**src/rtl/pstq_pkg.sv**
```systemverilog
`default_nettype none

package pstq_pkg;

    localparam int QueueDepthDefault = 16;

    localparam int IdW   = 8;
    localparam int PrioW = 8;
    localparam int CmdW  = 2;
    localparam int CntW  = 5;

    localparam logic [CmdW-1:0] CMD_INSERT = 2'd0;
    localparam logic [CmdW-1:0] CMD_REMOVE = 2'd1;
    localparam logic [CmdW-1:0] CMD_LOOKUP = 2'd2;

    // one queue slot
    typedef struct packed {
        logic             valid;
        logic [IdW-1:0]   id;
        logic [PrioW-1:0] prio;
    } entry_t;

    // broadcast to every cell
    typedef struct packed {
        logic             cmp_en;
        logic             do_ins;
        logic             do_rem;
        logic [IdW-1:0]   id;
        logic [PrioW-1:0] prio;
    } cell_ctl_t;

endpackage

`default_nettype wire

```
**src/rtl/pstq_cell.sv**
```systemverilog
`default_nettype none

module pstq_cell (
    input  wire                      clk,
    input  wire                      rst_n,
    input  wire pstq_pkg::cell_ctl_t ctl,
    input  wire pstq_pkg::entry_t    left_entry,
    input  wire pstq_pkg::entry_t    right_entry,
    input  wire                      prev_open,
    input  wire                      prev_gone,
    output pstq_pkg::entry_t         cur_entry,
    output pstq_pkg::entry_t         nxt_entry,
    output logic                     open,
    output logic                     gone
);
    import pstq_pkg::*;

    logic             valid_reg;
    logic [IdW-1:0]   id_reg;
    logic [PrioW-1:0] prio_reg;
    logic             match_reg;
    logic             open_reg;
    entry_t           entry_next;

    assign cur_entry = '{valid: valid_reg, id: id_reg, prio: prio_reg};
    assign open      = open_reg;
    // removal point at or before this cell
    assign gone      = prev_gone | match_reg;

    always_comb
    begin
        entry_next = cur_entry;
        if (ctl.do_ins)
        begin
            if (prev_open)
                entry_next = left_entry;
            else if (open_reg)
                entry_next = '{valid: 1'b1, id: ctl.id, prio: ctl.prio};
        end
        else if (ctl.do_rem && gone)
        begin
            entry_next = right_entry;
        end
    end

    assign nxt_entry = entry_next;

    always_ff @(posedge clk or negedge rst_n)
    begin
        if (!rst_n)
        begin
            valid_reg <= 1'b0;
            match_reg <= 1'b0;
            open_reg  <= 1'b0;
        end
        else
        begin
            valid_reg <= entry_next.valid;
            if (ctl.cmp_en)
            begin
                match_reg <= valid_reg && (id_reg == ctl.id);
                open_reg  <= !valid_reg || (prio_reg < ctl.prio);
            end
        end
    end

    always_ff @(posedge clk)
    begin
        id_reg   <= entry_next.id;
        prio_reg <= entry_next.prio;
    end

endmodule

`default_nettype wire

```
**src/rtl/priority_sorted_task_queue.sv**
```systemverilog
// Each accepted command passes compare, then apply (the shift through the cell
// chain), and its result beat is registered at apply. Apply waits while an
// earlier result is held by out_stall. No new command is taken until idle.
// Input beats are taken while an earlier result still waits at the output.
// Reset (rst_n, async, active low) empties the queue and clears all control;
// entry payload is not reset and is never read before it is written.
`default_nettype none

module priority_sorted_task_queue #(
    parameter int QUEUE_DEPTH = pstq_pkg::QueueDepthDefault
) (
    input  wire                        clk,
    input  wire                        rst_n,
    input  wire                        in_valid,
    output logic                       in_stall,
    input  wire  [pstq_pkg::CmdW-1:0]  command,
    input  wire  [pstq_pkg::IdW-1:0]   task_id,
    input  wire  [pstq_pkg::PrioW-1:0] priority_req,
    output logic                       out_valid,
    input  wire                        out_stall,
    output logic                       success,
    output logic [pstq_pkg::CntW-1:0]  count,
    output logic                       head_valid,
    output logic [pstq_pkg::IdW-1:0]   head_task
);
    import pstq_pkg::*;

    localparam int HeldW = $clog2(QUEUE_DEPTH + 1);

    // Sequencer: idle -> compare (cells latch match/open) -> apply (shift)
    typedef enum logic [2:0] {
        ST_IDLE  = 3'b001,
        ST_CMP   = 3'b010,
        ST_APPLY = 3'b100
    } state_t;

    state_t           state_reg, state_next;
    logic [CmdW-1:0]  cmd_reg;
    logic [IdW-1:0]   id_reg;
    logic [PrioW-1:0] prio_reg;
    logic [HeldW-1:0] held_reg, held_next;

    logic             out_valid_reg;
    logic             success_reg;
    logic [CntW-1:0]  count_reg;
    logic             head_valid_reg;
    logic [IdW-1:0]   head_task_reg;

    cell_ctl_t        ctl;
    entry_t           cur_e   [QUEUE_DEPTH];
    entry_t           nxt_e   [QUEUE_DEPTH];
    logic             open_c  [QUEUE_DEPTH];
    logic             gone_c  [QUEUE_DEPTH];

    logic             in_take;
    logic             apply;
    logic             any_match;
    logic             full;
    logic             ok;
    logic [31:0]      held_wide;

    assign in_take   = in_valid && !in_stall;
    assign in_stall  = (state_reg != ST_IDLE);
    // apply only once the output register can take the result
    assign apply     = (state_reg == ST_APPLY) && (!out_valid_reg || !out_stall);
    // the gone chain ORs every match flag, so its tail says "id is held"
    assign any_match = gone_c[QUEUE_DEPTH-1];
    assign full      = cur_e[QUEUE_DEPTH-1].valid;

    always_comb
    begin
        ctl.cmp_en = (state_reg == ST_CMP);
        ctl.do_ins = apply && (cmd_reg == CMD_INSERT) && !any_match && !full;
        ctl.do_rem = apply && (cmd_reg == CMD_REMOVE) && any_match;
        ctl.id     = id_reg;
        ctl.prio   = prio_reg;
    end

    always_comb
    begin
        case (cmd_reg)
            CMD_INSERT: ok = !any_match && !full;
            CMD_REMOVE: ok = any_match;
            CMD_LOOKUP: ok = any_match;
            default:    ok = 1'b0;
        endcase
    end

    always_comb
    begin
        held_next = held_reg;
        if (ctl.do_ins)
            held_next = held_reg + HeldW'(1);
        else if (ctl.do_rem)
            held_next = held_reg - HeldW'(1);
    end

    assign held_wide = 32'(held_next);

    // Cell chain: data flows right on insert, left on remove
    genvar gi;
    generate
        for (gi = 0; gi < QUEUE_DEPTH; gi++)
        begin : g_cell
            entry_t left_e;
            entry_t right_e;
            logic   p_open;
            logic   p_gone;

            if (gi == 0)
            begin : g_first
                assign left_e = '0;
                assign p_open = 1'b0;
                assign p_gone = 1'b0;
            end
            else
            begin : g_mid
                assign left_e = cur_e[gi-1];
                assign p_open = open_c[gi-1];
                assign p_gone = gone_c[gi-1];
            end

            if (gi == QUEUE_DEPTH - 1)
            begin : g_last
                assign right_e = '0;
            end
            else
            begin : g_inner
                assign right_e = cur_e[gi+1];
            end

            pstq_cell u_cell (
                .clk         (clk),
                .rst_n       (rst_n),
                .ctl         (ctl),
                .left_entry  (left_e),
                .right_entry (right_e),
                .prev_open   (p_open),
                .prev_gone   (p_gone),
                .cur_entry   (cur_e[gi]),
                .nxt_entry   (nxt_e[gi]),
                .open        (open_c[gi]),
                .gone        (gone_c[gi])
            );
        end
    endgenerate

    always_comb
    begin
        state_next = state_reg;
        unique case (state_reg)
            ST_IDLE:  if (in_take) state_next = ST_CMP;
            ST_CMP:   state_next = ST_APPLY;
            ST_APPLY: if (apply) state_next = ST_IDLE;
            default:  state_next = ST_IDLE;
        endcase
    end

    always_ff @(posedge clk or negedge rst_n)
    begin
        if (!rst_n)
        begin
            state_reg     <= ST_IDLE;
            held_reg      <= '0;
            out_valid_reg <= 1'b0;
        end
        else
        begin
            state_reg <= state_next;
            held_reg  <= held_next;
            if (apply)
                out_valid_reg <= 1'b1;
            else if (!out_stall)
                out_valid_reg <= 1'b0;
        end
    end

    // command and result payload
    always_ff @(posedge clk)
    begin
        if (in_take)
        begin
            cmd_reg  <= command;
            id_reg   <= task_id;
            prio_reg <= priority_req;
        end
        if (apply)
        begin
            success_reg    <= ok;
            count_reg      <= held_wide[CntW-1:0];
            head_valid_reg <= nxt_e[0].valid;
            head_task_reg  <= nxt_e[0].valid ? nxt_e[0].id : '0;
        end
    end

    assign out_valid  = out_valid_reg;
    assign success    = success_reg;
    assign count      = count_reg;
    assign head_valid = head_valid_reg;
    assign head_task  = head_task_reg;

endmodule

`default_nettype wire

```
**config.mk**
```make
export PLATFORM = sky130hd
export DESIGN_NAME = priority_sorted_task_queue
export DESIGN_NICKNAME = d
export VERILOG_FILES = /design/src/rtl/pstq_pkg.sv /design/src/rtl/pstq_cell.sv /design/src/rtl/priority_sorted_task_queue.sv
export SDC_FILE = /design/constraint.sdc
export NUM_CORES = 1
export LEC_CHECK = 0
export ABC_CLOCK_PERIOD_IN_PS = 5500
export BUFFER_PORTS_ARGS = -buffer_cell sky130_fd_sc_hd__buf_2
export CAP_MARGIN = 15
export CELL_PAD_IN_SITES_DETAIL_PLACEMENT = 1
export CELL_PAD_IN_SITES_GLOBAL_PLACEMENT = 2
export CORE_ASPECT_RATIO = 1.25
export CORE_MARGIN = 2
export CORE_UTILIZATION = 48
export CTS_BUF_LIST = sky130_fd_sc_hd__clkbuf_2 sky130_fd_sc_hd__clkbuf_4 sky130_fd_sc_hd__clkbuf_8
export DETAILED_ROUTE_END_ITERATION = 8
export MAX_ROUTING_LAYER = met4
export PLACE_DENSITY_LB_ADDON = 0.1
export SLEW_MARGIN = 30
export SYNTH_ARGS = -nofsm -noshare
export SYNTH_HDL_FRONTEND = slang
export SYNTH_SLANG_ARGS = --single-unit
```
**constraint.sdc**
```tcl
create_clock -name clk -period 5.5 [get_ports clk]
set_clock_uncertainty 0.2 [all_clocks]
set_input_delay 0.275 -clock clk [delete_from_list [all_inputs] [get_ports clk]]
set_output_delay 0.275 -clock clk [all_outputs]
set_load 0.01 [all_outputs]
```
=== Yosys cells after proc, flatten, opt, wreduce, memory -nomap -nowiden ===
Index checks and enable logic that the tools add are counted.

* Flip-flop bits (word level): 346
* Latch bits: 0
* Memory bits (writable): 0
* ROM bits: 0
* Input bits: 22
* Output and inout port bits: 17
* Logic and storage cells: 347
* Memories kept: 0

* Add/sub/neg operators: 2
* Multiply operators: 0
* Div/mod/pow operators: 0
* Order comparisons: 16
* Equality and inequality tests: 41
* Shifts and indexed selects: 0
* Multiplexer cells: 71
* Bitwise gates (word level): 15
* Reduce and logical (&&, ||, !) cells: 112

{| class="wikitable"
|+ Operator list
! kind !! count
|-
| 2-to-1 mux 17 bit || 63
|-
| equality test 8 bit || 16
|-
| less-than comparator 8 bit || 16
|-
| != test 3 x 1 -> 1 bit (second input constant) || 16
|-
| logical AND 1 bit || 40
|-
| AND reduction 2 bit || 17
|-
| nonzero test 2 bit || 16
|-
| logical NOT 1 bit || 20
|-
| logical OR 1 bit || 17
|-
| OR 1 bit || 15
|-
| 2-to-1 mux 5 bit || 2
|-
| one-hot mux 3 bit (3 select lines) || 1
|-
| 2-to-1 mux 3 bit || 2
|-
| adder 5 x 1 -> 5 bit (second input constant) || 1
|-
| subtractor 5 x 1 -> 5 bit (second input constant) || 1
|-
| != test 2 x 1 -> 1 bit (second input constant) || 2
|-
| != test 2 bit (second input constant) || 2
|-
| equality test 3 x 1 -> 1 bit (second input constant) || 1
|-
| equality test 3 x 2 -> 1 bit (second input constant) || 1
|-
| equality test 3 bit (second input constant) || 1
|-
| equality test 2 x 1 -> 1 bit (second input constant) || 1
|-
| equality test 2 bit (second input constant) || 1
|-
| logical NOT 2 bit || 1
|-
| 2-to-1 mux 1 bit || 2
|-
| 2 further kinds || 2
|}

=== Depth between registers and ports, before layout ===
Gate-level depths: netlist (run 1).

* Word-level depth: 20
* Depth in mapped cells: 10
* Depth with buffers taken out: 8

=== Cells and area by module ===
A second synthesis (run 1) with hierarchy kept.

* Cells, all modules: 2850
* Area total of the unflattened synthesis: 24372.1 µm²

{| class="wikitable"
|+ Modules (own cells, without submodules)
! module !! instances !! cells each !! area each (µm²) !! sequential area each (µm²)
|-
| pstq_cell || 16 || 172 || 1422.6 || 395.4
|-
| priority_sorted_task_queue || 1 || 98 || 1610.3 || 1217.4
|}

=== Worst setup path after synthesis (run 1) ===
Ideal clock, no wire load.

* Path kind: register to register
* Start point: register state_reg[0]
* End point: register g_cell[12].u_cell.id_reg[0] (enable)
* Library setup time: 416 ps
* Data arrival time: 3017 ps
* Data required time: 4884 ps
* Slack: 1867 ps
* Cell stages (with the launch flop): 5
* Path buffers: 0
* Clock period less this slack: 3633 ps
* Cell sequence: dfstp_2 or3b_1 nor2_1 nand2_1 o21ai_0

* Cells in the longest elaborated chain, start to end: 7
* Elaborated cells on any way between the ends: 11
* Classes of those cells: 2 x eq/ne; 9 x reduce/logical

{| class="wikitable"
|+ Ends and longest elaborated chain
! what !! RTL line !! source
|-
| start, declared || priority_sorted_task_queue.sv:37 || <nowiki>state_t state_reg, state_next;</nowiki>
|-
| start signal, assigned || priority_sorted_task_queue.sv:169 || <nowiki>state_reg <= state_next;</nowiki>
|-
| equality test 3 bit * || priority_sorted_task_queue.sv:65 || <nowiki>assign apply = (state_reg == ST_APPLY) && (!out_valid_reg || !out_stall);</nowiki>
|-
| logical AND 1 bit * || priority_sorted_task_queue.sv:65 ||
|-
| net apply || priority_sorted_task_queue.sv:56 || <nowiki>logic apply;</nowiki>
|-
| logical AND 1 bit, on equally long branches (2 in a row) || priority_sorted_task_queue.sv:73, priority_sorted_task_queue.sv:74 ||
|-
| logical AND 1 bit, on equally long branches || priority_sorted_task_queue.sv:73, pstq_cell.sv:40 ||
|-
| != test 3 x 1 -> 1 bit (no source line) or nonzero test 2 bit (tied branches) || -- ||
|-
| AND reduction 2 bit (no source line) * || -- ||
|-
| end signal, assigned || pstq_cell.sv:69 || <nowiki>id_reg <= entry_next.id;</nowiki>
|-
| end, declared || pstq_cell.sv:19 || <nowiki>logic [IdW-1:0] id_reg;</nowiki>
|}

Mark *: on every way through the listed nets, which the timed path passes. The rest lies on a longest branch.
A chain may end at the register's enable or synchronous reset.

=== Worst setup path in the final report (run 1) ===
* Start point: register g_cell[0].u_cell.match_reg
* End point: register head_task_reg[1], in the netlist head_task[1] (data pin)

* Cells in the longest elaborated chain, start to end: 19
* Elaborated cells on any way between the ends: 22
* Classes of those cells: 2 x mux; 15 x bitwise; 5 x reduce/logical

{| class="wikitable"
|+ Ends and longest elaborated chain
! what !! RTL line !! source
|-
| start, declared || pstq_cell.sv:21 || <nowiki>logic match_reg;</nowiki>
|-
| start signal, assigned || pstq_cell.sv:61 || <nowiki>match_reg <= valid_reg && (id_reg == ctl.id);</nowiki>
|-
| OR 1 bit (15 in a row) || pstq_cell.sv:28 || <nowiki>assign gone = prev_gone | match_reg;</nowiki>
|-
| logical AND 1 bit or logical NOT 1 bit (tied branches) || priority_sorted_task_queue.sv:74, priority_sorted_task_queue.sv:73 ||
|-
| logical AND 1 bit, on equally long branches || pstq_cell.sv:40, priority_sorted_task_queue.sv:73 ||
|-
| 2-to-1 mux 17 bit or logical AND 1 bit (tied branches) || pstq_cell.sv:40, priority_sorted_task_queue.sv:73 ||
|-
| 2-to-1 mux 17 bit * || pstq_cell.sv:33 || <nowiki>if (ctl.do_ins)</nowiki>
|-
| end signal, assigned || priority_sorted_task_queue.sv:192 || <nowiki>head_task_reg <= nxt_e[0].valid ? nxt_e[0].id : '0;</nowiki>
|-
| end, declared || priority_sorted_task_queue.sv:47 || <nowiki>logic [IdW-1:0] head_task_reg;</nowiki>
|}

Mark *: on every way between the ends. The rest lies on a longest branch, timed or not. The select of a mux whose other input is x is not followed.

==> results of run 1 <==
==> stage by stage <==
stage / std cells / worst slack, ns / utilization / power [W] / hold slack [ns]
2_1_floorplan: 1918 / 1.87 / - / 0.00498 / -0.221
4_1_cts: 2551 / 1.48 / 0.538 / 0.00825 / 0.0744
3_5_place_dp: 2421 / 1.54 / 0.502 / 0.00571 / 0.254
3_3_place_gp: 2421 / 1.74 / 0.502 / 0.00564 / 0.252
5_1_grt: 2553 / 1.25 / 0.538 / 0.00859 / 0.0958
6_report: 2553 / 1.58 / 0.538 / 0.00819 / 0.127
==> per-layer routing <==
| layer | track usage | part of all wire | vias up |
|---|---|---|---|
| li1 | - | - | 7023 |
| met1 | 0.343 | 0.44 | 7650 |
| met2 | 0.494 | 0.51 | 228 |
| met3 | 0.0356 | 0.029 | 96 |
| met4 | 0.0714 | 0.021 | 0 |
| met5 | - | 0 | - |
==> Yosys cell counts (3+ instances only) <==
cell                       instances  area [sq um]
sky130_fd_sc_hd__nand2_1         305          1140
sky130_fd_sc_hd__o21ai_0         300          1500
sky130_fd_sc_hd__edfxtp_1        281          8440
sky130_fd_sc_hd__mux2i_1         254          2540
sky130_fd_sc_hd__clkbuf_1        122           458
sky130_fd_sc_hd__ha_1            117          1460
sky130_fd_sc_hd__xor2_1           99           867
sky130_fd_sc_hd__dfrtp_1          56          1400
sky130_fd_sc_hd__nor2_1           49           184
sky130_fd_sc_hd__a21oi_1          48           240
sky130_fd_sc_hd__xnor2_1          33           289
sky130_fd_sc_hd__inv_1            27           101
sky130_fd_sc_hd__nor3_1           21           105
sky130_fd_sc_hd__a21o_1           20           150
sky130_fd_sc_hd__nand4_1          18           113
sky130_fd_sc_hd__nor4_1           17           106
sky130_fd_sc_hd__o22a_1           16           140
sky130_fd_sc_hd__a31oi_1          15          93.8
sky130_fd_sc_hd__nor2b_1          15          93.8
sky130_fd_sc_hd__nand3b_1         12          90.1
sky130_fd_sc_hd__buf_1            11          41.3
sky130_fd_sc_hd__dfxtp_1           8           160
sky130_fd_sc_hd__o22ai_1           8          50.1
sky130_fd_sc_hd__o41ai_1           8          70.1
sky130_fd_sc_hd__nand3_1           5          25.0
sky130_fd_sc_hd__buf_2             4          20.0
sky130_fd_sc_hd__a211oi_1          3          22.5
sky130_fd_sc_hd__and3_1            3          18.8
sky130_fd_sc_hd__nand2b_1          3          18.8
sky130_fd_sc_hd__o211ai_1          3          22.5
sky130_fd_sc_hd__o21a_1            3          22.5
sky130_fd_sc_hd__o21ai_1           3          15.0
==> worst max path at each step <==
stage | startpoint | to
after global routing | g_cell[0].u_cell.match_reg | head_task[1]
final | g_cell[0].u_cell.match_reg | head_task[1]
after detailed placement | g_cell[10].u_cell.match_reg | head_task[1]
after CTS | g_cell[7].u_cell.match_reg | head_task[1]
after floorplan | state_reg[0] | g_cell[12].u_cell.id_reg[0]
after global placement | g_cell[10].u_cell.match_reg | head_task[6]
==> cells by family (layout without fill, tap and decap cells) <==
group                      Yosys count  in the layout  synth area share
muxes                              255            255             0.126
AOI/OAI and AO/OA                  434            434             0.118
DFF                                346            346             0.494
and+or+nand+nor                    469            469             0.103
adders and majority gates          117            117            0.0721
xor gates and xnor gates           132            132            0.0569
buffers and inverters              165            241            0.0309
==> timing repair <==
| action | 4_1_cts | 5_1_grt |
|---|---|---|
| hold buffers | 21 | 0 |
| gates resized for setup | 0 | 0 |
| hold endpoints to repair | 78 | 0 |
==> cell type report <==
cell class              count  area [sq um]  area share
flip-flops and latches    346         10000       0.444
inverters                  27           101     0.00449
clock buffers             100          1190      0.0529
repair buffers            105           761      0.0337
well taps                 559           699      0.0310
multi-input cells        1407          9720       0.430
clock inverters             9          71.3     0.00316
==> tightest hold or removal path, stage by stage <==
cell                            delay, ns
sky130_fd_sc_hd__dlygate4sd3_1       0.52
sky130_fd_sc_hd__buf_2               0.10
sky130_fd_sc_hd__buf_4               0.63
==> power by group through the flow <==
stage / registers [W] / logic (W) / clock network (W)
6_report: 0.00339 / 0.00228 / 0.00251
4_1_cts: 0.00341 / 0.00227 / 0.00257
2_1_floorplan: 0.00316 / 0.00183 / 0
5_1_grt: 0.00342 / 0.00250 / 0.00267
3_3_place_gp: 0.00345 / 0.00218 / 0
3_5_place_dp: 0.00346 / 0.00224 / 0
==> run_results.csv, run 1 <==
group,metric,value,unit
outcome,outcome,"finished clean",
sta,final-hold-violation-count,0,
critical_path,cpLargestDelayFamily,"simple AND/OR/NAND/NOR gates",
placement,dpl_cell_area,21100,sq um
critical_path,regToRegSetupSlack,1.58,ns
finish,layout_commonest_cell,"sky130_fd_sc_hd__nand2_1",
yosys,ys_seq_elements,346,
cts,postCtsSetupRepairBufs,0,
cts,h-tree-depth,2,
critical_path,critical_path_class,"flip-flop to flip-flop",
critical_path,critical-path-slowest-cell,"sky130_fd_sc_hd__nand2_1",
yosys,seq_area_frac_synth,0.494,
cts,cts_made_buffers,59,
sta,totalNegativeSetupSlack,0,ns
cts,clkTransAtPathRegs,0.07,ns
yosys,post_synthesis_instance_area,20300,sq um
sta,max_slew.worst_pin.slew,0.975,ns
floorplan,fp.dieW,188,microns
finish,most-common-layout-cells,"303 x sky130_fd_sc_hd__nand2_1, 292 x sky130_fd_sc_hd__o21ai_0, 281 x sky130_fd_sc_hd__edfxtp_1",
power,pwr-share-seq,0.414,
global_routing,gr-usage-all-layers,0.281,
finish,layout-area-overhead-vs-synth,11.2,%
yosys,postSynthCellCount,1918,
floorplan,placement_rows,84,
yosys,postSynthNetCount,2057,
routing,detailedRoute.firstPassIterationCount,5,
critical_path,number_of_buffer_and_inverter_stages_on_the_critical_path,0,
sta,setup_violations,0,
critical_path,worst_path_cell_chain,"or4_4, nor4_2, nand4_1, nand2_1, nor2_1, nor3_1",
sta,final.period_utilization,0.713,
power,net-switching-power,0.00278,W
yosys,synth_enable_flop_cells,281,
yosys,post_synth_num_cell_types,58,
global_routing,grt_max_degree,154,
power,peakVddDrop,185,uV
cts,insertion_delay,0.66,ns
finish,antenna_cells_inserted,0,
run,cap_violations,0,
critical_path,worst-endpoint-required,5.76,ns
placement,routability_driven_placement_congestion_ratio,0.780,
floorplan,start_util,0.484,
routing,post_drt_via_cell_ratio,5.87,
power,p_leak,9.94,nW
cts,cts.sink_count,346,
sta,rsz0062_at_grt,"no",
critical_path,worst_ep_arrival_time,4.19,ns
routing,ant_nets,0,
power,powerDensity,363,nW/um^2
critical_path,rr_endpoint,"head_task[1]",
hold_path,worstHoldPathType,"input pin to async pin",
sta,slew_violations,0,
power,share_comb_of_total_power,0.279,
power,power.share.clock,0.307,
floorplan,die_area,44000,sq um
critical_path,critical-path-max-stage-delay,0.88,ns
routing,routed_wirelength,59200,microns
sta,fmax,255,MHz
finish,layout-drive-gt1-share,0.108,
yosys,async_flop_share,0.165,
routing,first_iter_violations,763,
finish,final_design_area_no_fill,22600,sq um
floorplan,core_area,41900,sq um
global_routing,vias_in_the_first_global_route,16100,
critical_path,cp-start-kind,"flip-flop",
floorplan,die_h,234,microns
finish,layout.nets,2085,
global_routing,grt_remaining_overflow,0,
placement,detailedPlacementHpwl,39600,microns
critical_path,crit_cells,6,
sta,period_minus_slack,3.92,ns
cts,clock_path_buffers,3,
cts,tritoncts,"yes",
floorplan,num_io_pins,39,
power,netSwitchingFraction,0.340,
critical_path,crit_end_element,"flip-flop",
sta,timing.max_slew.rel_slack,0.350,
yosys,yosysWarnings,0,
global_routing,number_of_antenna_violations_at_the_first_check_in_global_routing,0,
routing,drcViolationCount,0,
cts,clock-root-buffer,"sky130_fd_sc_hd__clkbuf_8",
critical_path,r2r_cells,6,
routing,vias,15000,
critical_path,worstReg2RegStart,"g_cell[0].u_cell.match_reg",
finish,fillers,4518,
critical_path,worst-path-max-fanout,17,
yosys,ys.flop_type,"sky130_fd_sc_hd__edfxtp_1",
placement,port_buffers,38,
routing,wl_per_cell,23.2,microns
yosys,avg_cell_area_syn,10.6,sq um
global_routing,first_pass_grt_wire_length,93700,microns
power,p_int,0.00541,W
No activity file was read; power rests on OpenSTA's default activity.
==> inputs of run 2 (changes only) <==
ABC_CLOCK_PERIOD_IN_PS = 3300   (was 5500)
CORE_UTILIZATION = 40   (was 48)
clock period = 3.3 ns   (was 5.5 ns; I/O delays follow)
==> run 2 against run 1 <==
Via count increased by 0.51%. Largest cell class unchanged. Clock power increased by 73%. Power increased by 71%. Count of clock-buffer cells in the layout increased by 1. Non-clock buffer count increased by 66. Maximum frequency increased by 28%.
==> run_results.csv, run 2 (synthesis results as in run 1) <==
group,metric,value,unit
outcome,outcome,"finished clean",
floorplan,core_area,50300,sq um
cts,h-tree-depth,2,
floorplan,start_util,0.404,
global_routing,first_pass_grt_wire_length,97500,microns
critical_path,rr_endpoint,"g_cell[9].u_cell.prio_reg[3]",
power,net-switching-power,0.00478,W
global_routing,vias_in_the_first_global_route,16300,
finish,layout-area-overhead-vs-synth,15.6,%
hold_path,worst_hold_path.num_cells,3,
critical_path,worstReg2RegStart,"g_cell[0].u_cell.match_reg",
critical_path,worst_path_cell_chain,"or4_4, nor4_2, buf_4, nand3_4, buf_12, nand2_1, o21ai_0",
finish,layout-drive-gt1-share,0.127,
routing,routed_wirelength,62100,microns
run,cap_violations,0,
routing,first_iter_violations,838,
power,p_int,0.00922,W
finish,most-common-layout-cells,"305 x sky130_fd_sc_hd__nand2_1, 292 x sky130_fd_sc_hd__o21ai_0, 281 x sky130_fd_sc_hd__edfxtp_1",
routing,detailedRoute.firstPassIterationCount,5,
power,powerDensity,597,nW/um^2
critical_path,worst_ep_arrival_time,3.24,ns
critical_path,worst-endpoint-required,3.47,ns
power,report.power.total,0.0140,W
power,peakVddDrop,299,uV
hold_path,timing.hold.worst.start,"in_valid",
placement,port_buffers,38,
sta,final-hold-violation-count,0,
finish,final_design_area_no_fill,23500,sq um
sta,setup_violations,0,
finish,finalCoreUtilization,0.466,
sta,fmax,325,MHz
hold_path,worstHoldPathType,"input pin to flip-flop",
routing,vias,15100,
sta,period_minus_slack,3.08,ns
sta,rsz0062_at_grt,"no",
power,netSwitchingFraction,0.341,
critical_path,cpLargestDelayFamily,"simple AND/OR/NAND/NOR gates",
power,p_leak,10.3,nW
critical_path,critical_path_class,"flip-flop to flip-flop",
finish,layout_commonest_cell,"sky130_fd_sc_hd__nand2_1",
critical_path,r2r_cells,7,
cts,insertion_delay,0.67,ns
global_routing,grt_max_degree,108,
cts,clock_path_buffers,3,
placement,detailedPlacementHpwl,43500,microns
cts,cts_made_buffers,61,
global_routing,grt_remaining_overflow,0,
critical_path,critical-path-slowest-cell,"sky130_fd_sc_hd__or4_4",
power,power.share.clock,0.310,
power,pwr-share-seq,0.399,
cts,clkTransAtPathRegs,0.07,ns
routing,post_drt_via_cell_ratio,5.53,
placement,routability_driven_placement_congestion_ratio,0.819,
routing,wl_per_cell,22.8,microns
critical_path,cp-start-kind,"flip-flop",
critical_path,number_of_buffer_and_inverter_stages_on_the_critical_path,2,
floorplan,fp.dieW,206,microns
placement,dpl_cell_area,21700,sq um
critical_path,crit_end_element,"flip-flop",
cts,cts.sink_count,346,
floorplan,die_h,256,microns
cts,clock-root-buffer,"sky130_fd_sc_hd__clkbuf_8",
sta,totalNegativeSetupSlack,0,ns
cts,number_of_gates_resized_after_cts,0,
sta,timing.max_slew.rel_slack,0.444,
floorplan,num_io_pins,39,
global_routing,number_of_antenna_violations_at_the_first_check_in_global_routing,1,
finish,fillers,5474,
cts,tritoncts,"yes",
sta,slew_violations,0,
floorplan,placement_rows,92,
power,share_comb_of_total_power,0.291,
critical_path,regToRegSetupSlack,0.22,ns
sta,final.period_utilization,0.932,
routing,drcViolationCount,0,
sta,final.hold.worst_slack,0.0877,ns
critical_path,critical-path-max-stage-delay,0.57,ns
floorplan,die_area,52600,sq um
sta,max_slew.worst_pin.slew,0.834,ns
global_routing,gr-usage-all-layers,0.247,
routing,ant_nets,0,
critical_path,worst-path-max-fanout,107,
hold_path,worstHoldEndpoint,"state_reg[1]",
finish,layout.nets,2153,
[run 2: changes by cell type in the layout (fill, tap and decap cells not counted), sizes merged]
cell,delta
buf,+47
dlygate4sd3,+19
clkinv,+6
bufinv,-1
clkbuf,+1
clkinvlp,-1
diode,+1
inv,+1
[run 2: layer usage]
layer	vias up	routed length (microns)	global-route usage
li1	7168	-	-
met1	7559	27700	0.315
met2	245	30700	0.409
met3	102	1840	0.0308
met4	0	1840	0.0753
met5	-	0	-
[run 2: tightest hold or removal path: cells and delay by family]
family / cells / cell delay [ns]
buffers and inverters: 2 / 0.62
and+or+nand+nor: 1 / 0.14
[run 2: cell type report]
type,count,area [sq um],area share
clock inverters,14,68.8,0.00293
clock buffers,101,1260,0.0539
diodes,1,2.50,0.000107
inverters,27,101,0.00432
flip-flops and latches,346,10000,0.427
multi-input cells,1407,9710,0.414
well taps,658,823,0.0351
repair buffers,171,1470,0.0628
[run 2: worst max path at each step]
| stage | start | to | slack (ns) | cells after the start |
|---|---|---|---|---|
| 2_1_floorplan | state_reg[0] | g_cell[12].u_cell.id_reg[0] | -0.33 | 4 |
| 3_3_place_gp | g_cell[0].u_cell.match_reg | count[4] | 0.31 | 7 |
| 3_5_place_dp | g_cell[0].u_cell.match_reg | count[4] | 0.27 | 7 |
| 4_1_cts | g_cell[0].u_cell.match_reg | count[4] | 0.26 | 7 |
| 5_1_grt | g_cell[0].u_cell.match_reg | g_cell[9].u_cell.prio_reg[3] | 0.10 | 7 |
| 6_report | g_cell[0].u_cell.match_reg | g_cell[9].u_cell.prio_reg[3] | 0.22 | 7 |
[run 2: power groups by stage]
| stage | logic, W | registers, W | clock network (W) |
|---|---|---|---|
| after floorplan | 0.00304 | 0.00526 | 0 |
| after global placement | 0.00397 | 0.00568 | 0 |
| after detailed placement | 0.00405 | 0.00569 | 0 |
| after CTS | 0.00411 | 0.00560 | 0.00448 |
| after global routing | 0.00446 | 0.00563 | 0.00464 |
| final | 0.00407 | 0.00559 | 0.00434 |
[run 2: repair_timing]
| item | in CTS | in global routing |
|---|---|---|
| endpoints found under the hold margin | 113 | 0 |
| hold buffers | 41 | 0 |
| buffers inserted | 0 | 0 |
[run 2: stage by stage]
stage	instances	setup WS (ns)
final	2725	0.223
after floorplan	1918	-0.333
after global routing	2725	0.101
after global placement	2568	0.310
after detailed placement	2568	0.273
after CTS	2724	0.260
==> inputs of run 3 (changes only) <==
ABC_CLOCK_PERIOD_IN_PS = 3600   (was 3300)
CORE_UTILIZATION = 48   (was 40)
clock period = 3.6 ns   (was 3.3 ns; I/O delays follow)
==> run 3 against run 2 <==
Final cell count fell by 4.4%. Sequential share of layout area up 0.93 points. Critical path depth decreased by 1. Die area down 16%. Maximum frequency shrank 6.1%. Cell area decreased by 2.1%. Global-route usage is 4.0 points higher. Flip-flop and latch count stayed put. Largest cell class unchanged. Via count up 0.99%. Clock power fell by 13%. Combinational power down 12%. Register-to-register slack better by 0.10 ns. Critical endpoint is now g_cell[13].u_cell.prio_reg[0].
==> run_results.csv, run 3 (synthesis results as in run 1) <==
group,metric,value,unit
power,powerDensity,546,nW/um^2
routing,detailedRoute.firstPassIterationCount,4,
sta,final.period_utilization,0.910,
placement,port_buffers,38,
global_routing,grt_max_degree,83,
global_routing,number_of_antenna_violations_at_the_first_check_in_global_routing,1,
routing,ant_nets,0,
cts,clock-root-buffer,"sky130_fd_sc_hd__clkbuf_8",
routing,post_drt_via_cell_ratio,5.84,
routing,wl_per_cell,23.2,microns
floorplan,placement_rows,84,
hold_path,worstHoldPathType,"input pin to flip-flop",
critical_path,critical_path_class,"flip-flop to flip-flop",
floorplan,die_h,234,microns
sta,fmax,305,MHz
global_routing,gr-usage-all-layers,0.287,
hold_path,timing.hold.worst.start,"task_id[2]",
cts,clkTransAtPathRegs,0.07,ns
cts,insertion_delay,0.67,ns
sta,totalNegativeSetupSlack,0,ns
sta,setup_violations,0,
hold_path,worstHoldEndpoint,"id_reg[2]",
global_routing,first_pass_grt_wire_length,94900,microns
critical_path,cp-start-kind,"flip-flop",
finish,finalCoreUtilization,0.548,
run,cap_violations,0,
floorplan,fp.dieW,188,microns
global_routing,grt_remaining_overflow,0,
placement,routability_driven_placement_congestion_ratio,0.800,
cts,number_of_gates_resized_after_cts,0,
sta,timing.max_slew.rel_slack,0.331,
sta,max_slew.worst_pin.slew,1.00,ns
critical_path,rr_endpoint,"g_cell[13].u_cell.prio_reg[0]",
cts,clock_path_buffers,3,
power,peakVddDrop,330,uV
finish,final_design_area_no_fill,23000,sq um
floorplan,num_io_pins,39,
routing,vias,15200,
floorplan,core_area,41900,sq um
placement,dpl_cell_area,21400,sq um
cts,h-tree-depth,2,
finish,most-common-layout-cells,"305 x sky130_fd_sc_hd__nand2_1, 292 x sky130_fd_sc_hd__o21ai_0, 281 x sky130_fd_sc_hd__edfxtp_1",
critical_path,worstReg2RegStart,"g_cell[0].u_cell.match_reg",
cts,cts.sink_count,346,
sta,period_minus_slack,3.28,ns
critical_path,worst-path-max-fanout,17,
sta,final-hold-violation-count,0,
cts,tritoncts,"yes",
placement,detailedPlacementHpwl,41000,microns
hold_path,worst_hold_path.num_cells,2,
sta,rsz0062_at_grt,"no",
power,p_leak,10.2,nW
sta,slew_violations,0,
floorplan,die_area,44000,sq um
routing,first_iter_violations,737,
global_routing,vias_in_the_first_global_route,16300,
critical_path,worst_ep_arrival_time,3.40,ns
outcome,outcome,"finished clean",
cts,postCtsSetupRepairBufs,0,
critical_path,regToRegSetupSlack,0.32,ns
critical_path,worst-endpoint-required,3.72,ns
finish,layout_commonest_cell,"sky130_fd_sc_hd__nand2_1",
critical_path,crit_end_element,"flip-flop",
finish,layout-drive-gt1-share,0.115,
routing,drcViolationCount,0,
finish,layout.nets,2135,
cts,cts_made_buffers,58,
routing,routed_wirelength,60500,microns
critical_path,r2r_cells,6,
floorplan,start_util,0.484,
finish,layout-area-overhead-vs-synth,13.1,%
run 3: changes by cell type in the layout (fill, tap and decap cells not counted), sizes merged:
cell / before / now
buf: 131 / 122
bufinv: 0 / 2
clkbuf: 101 / 84
clkinv: 13 / 21
clkinvlp: 0 / 1
diode: 1 / 2
dlygate4sd3: 40 / 34
run 3: stage by stage:
step	power [W]	worst slack [ns]	cells	hold slack, ns
final	0.0125	0.324	2606	0.0571
after CTS	0.0126	0.315	2604	0.00272
after detailed placement	0.00882	0.335	2460	0.140
after global placement	0.00870	0.429	2460	0.132
after floorplan	0.00761	-0.0327	1918	-0.316
after global routing	0.0132	0.227	2605	0.0137
run 3: worst max-delay path: stages (launching register included):
cell	delay [ns]
sky130_fd_sc_hd__dfrtp_1	0.43
sky130_fd_sc_hd__or4_4	0.57
sky130_fd_sc_hd__or4_4	0.51
sky130_fd_sc_hd__nor3_4	0.57
sky130_fd_sc_hd__o21ai_0	0.21
sky130_fd_sc_hd__nand2_1	0.13
sky130_fd_sc_hd__buf_4	0.29
run 3: layer usage:
metal	GRT usage	routed length, microns	vias up
met5	-	0	-
met4	0.0920	1780	0
met3	0.0346	1830	112
met2	0.498	30800	269
met1	0.350	26100	7718
li1	-	-	7124
run 3: what timing repair did:
item,4_1_cts,5_1_grt
endpoints found under the hold margin,77,0
setup endpoints to repair,0,0
hold buffers,35,0
run 3: how the worst max path moves through the flow:
stage	start	end	slack, ns	cells after the start
after detailed placement	g_cell[0].u_cell.match_reg	g_cell[13].u_cell.prio_reg[0]	0.34	6
after floorplan	state_reg[0]	g_cell[12].u_cell.id_reg[0]	-0.03	4
after global placement	g_cell[0].u_cell.match_reg	g_cell[2].u_cell.prio_reg[1]	0.43	6
after CTS	g_cell[0].u_cell.match_reg	g_cell[13].u_cell.prio_reg[0]	0.31	6
after global routing	g_cell[0].u_cell.match_reg	g_cell[1].u_cell.prio_reg[2]	0.23	6
final	g_cell[0].u_cell.match_reg	g_cell[13].u_cell.prio_reg[0]	0.32	6
run 3: area by class of cell:
cell class,count,area [sq um]
flip-flops and latches,346,10000
multi-input cells,1407,9690
clock inverters,25,168
well taps,559,699
diodes,2,5.00
inverters,27,101
clock buffers,84,1060
fillers,4565,19000
repair buffers,156,1210
run 3: power breakdown:
group / total [W] / leakage [nW] / switching (W) / internal, W
Combinational: 0.00360 / 6.19 / 0.00200 / 0.00160
Sequential: 0.00517 / 3.31 / 0.000576 / 0.00459
Clock: 0.00377 / 0.651 / 0.00173 / 0.00204
Total: 0.0125 / 10.2 / 0.00430 / 0.00823
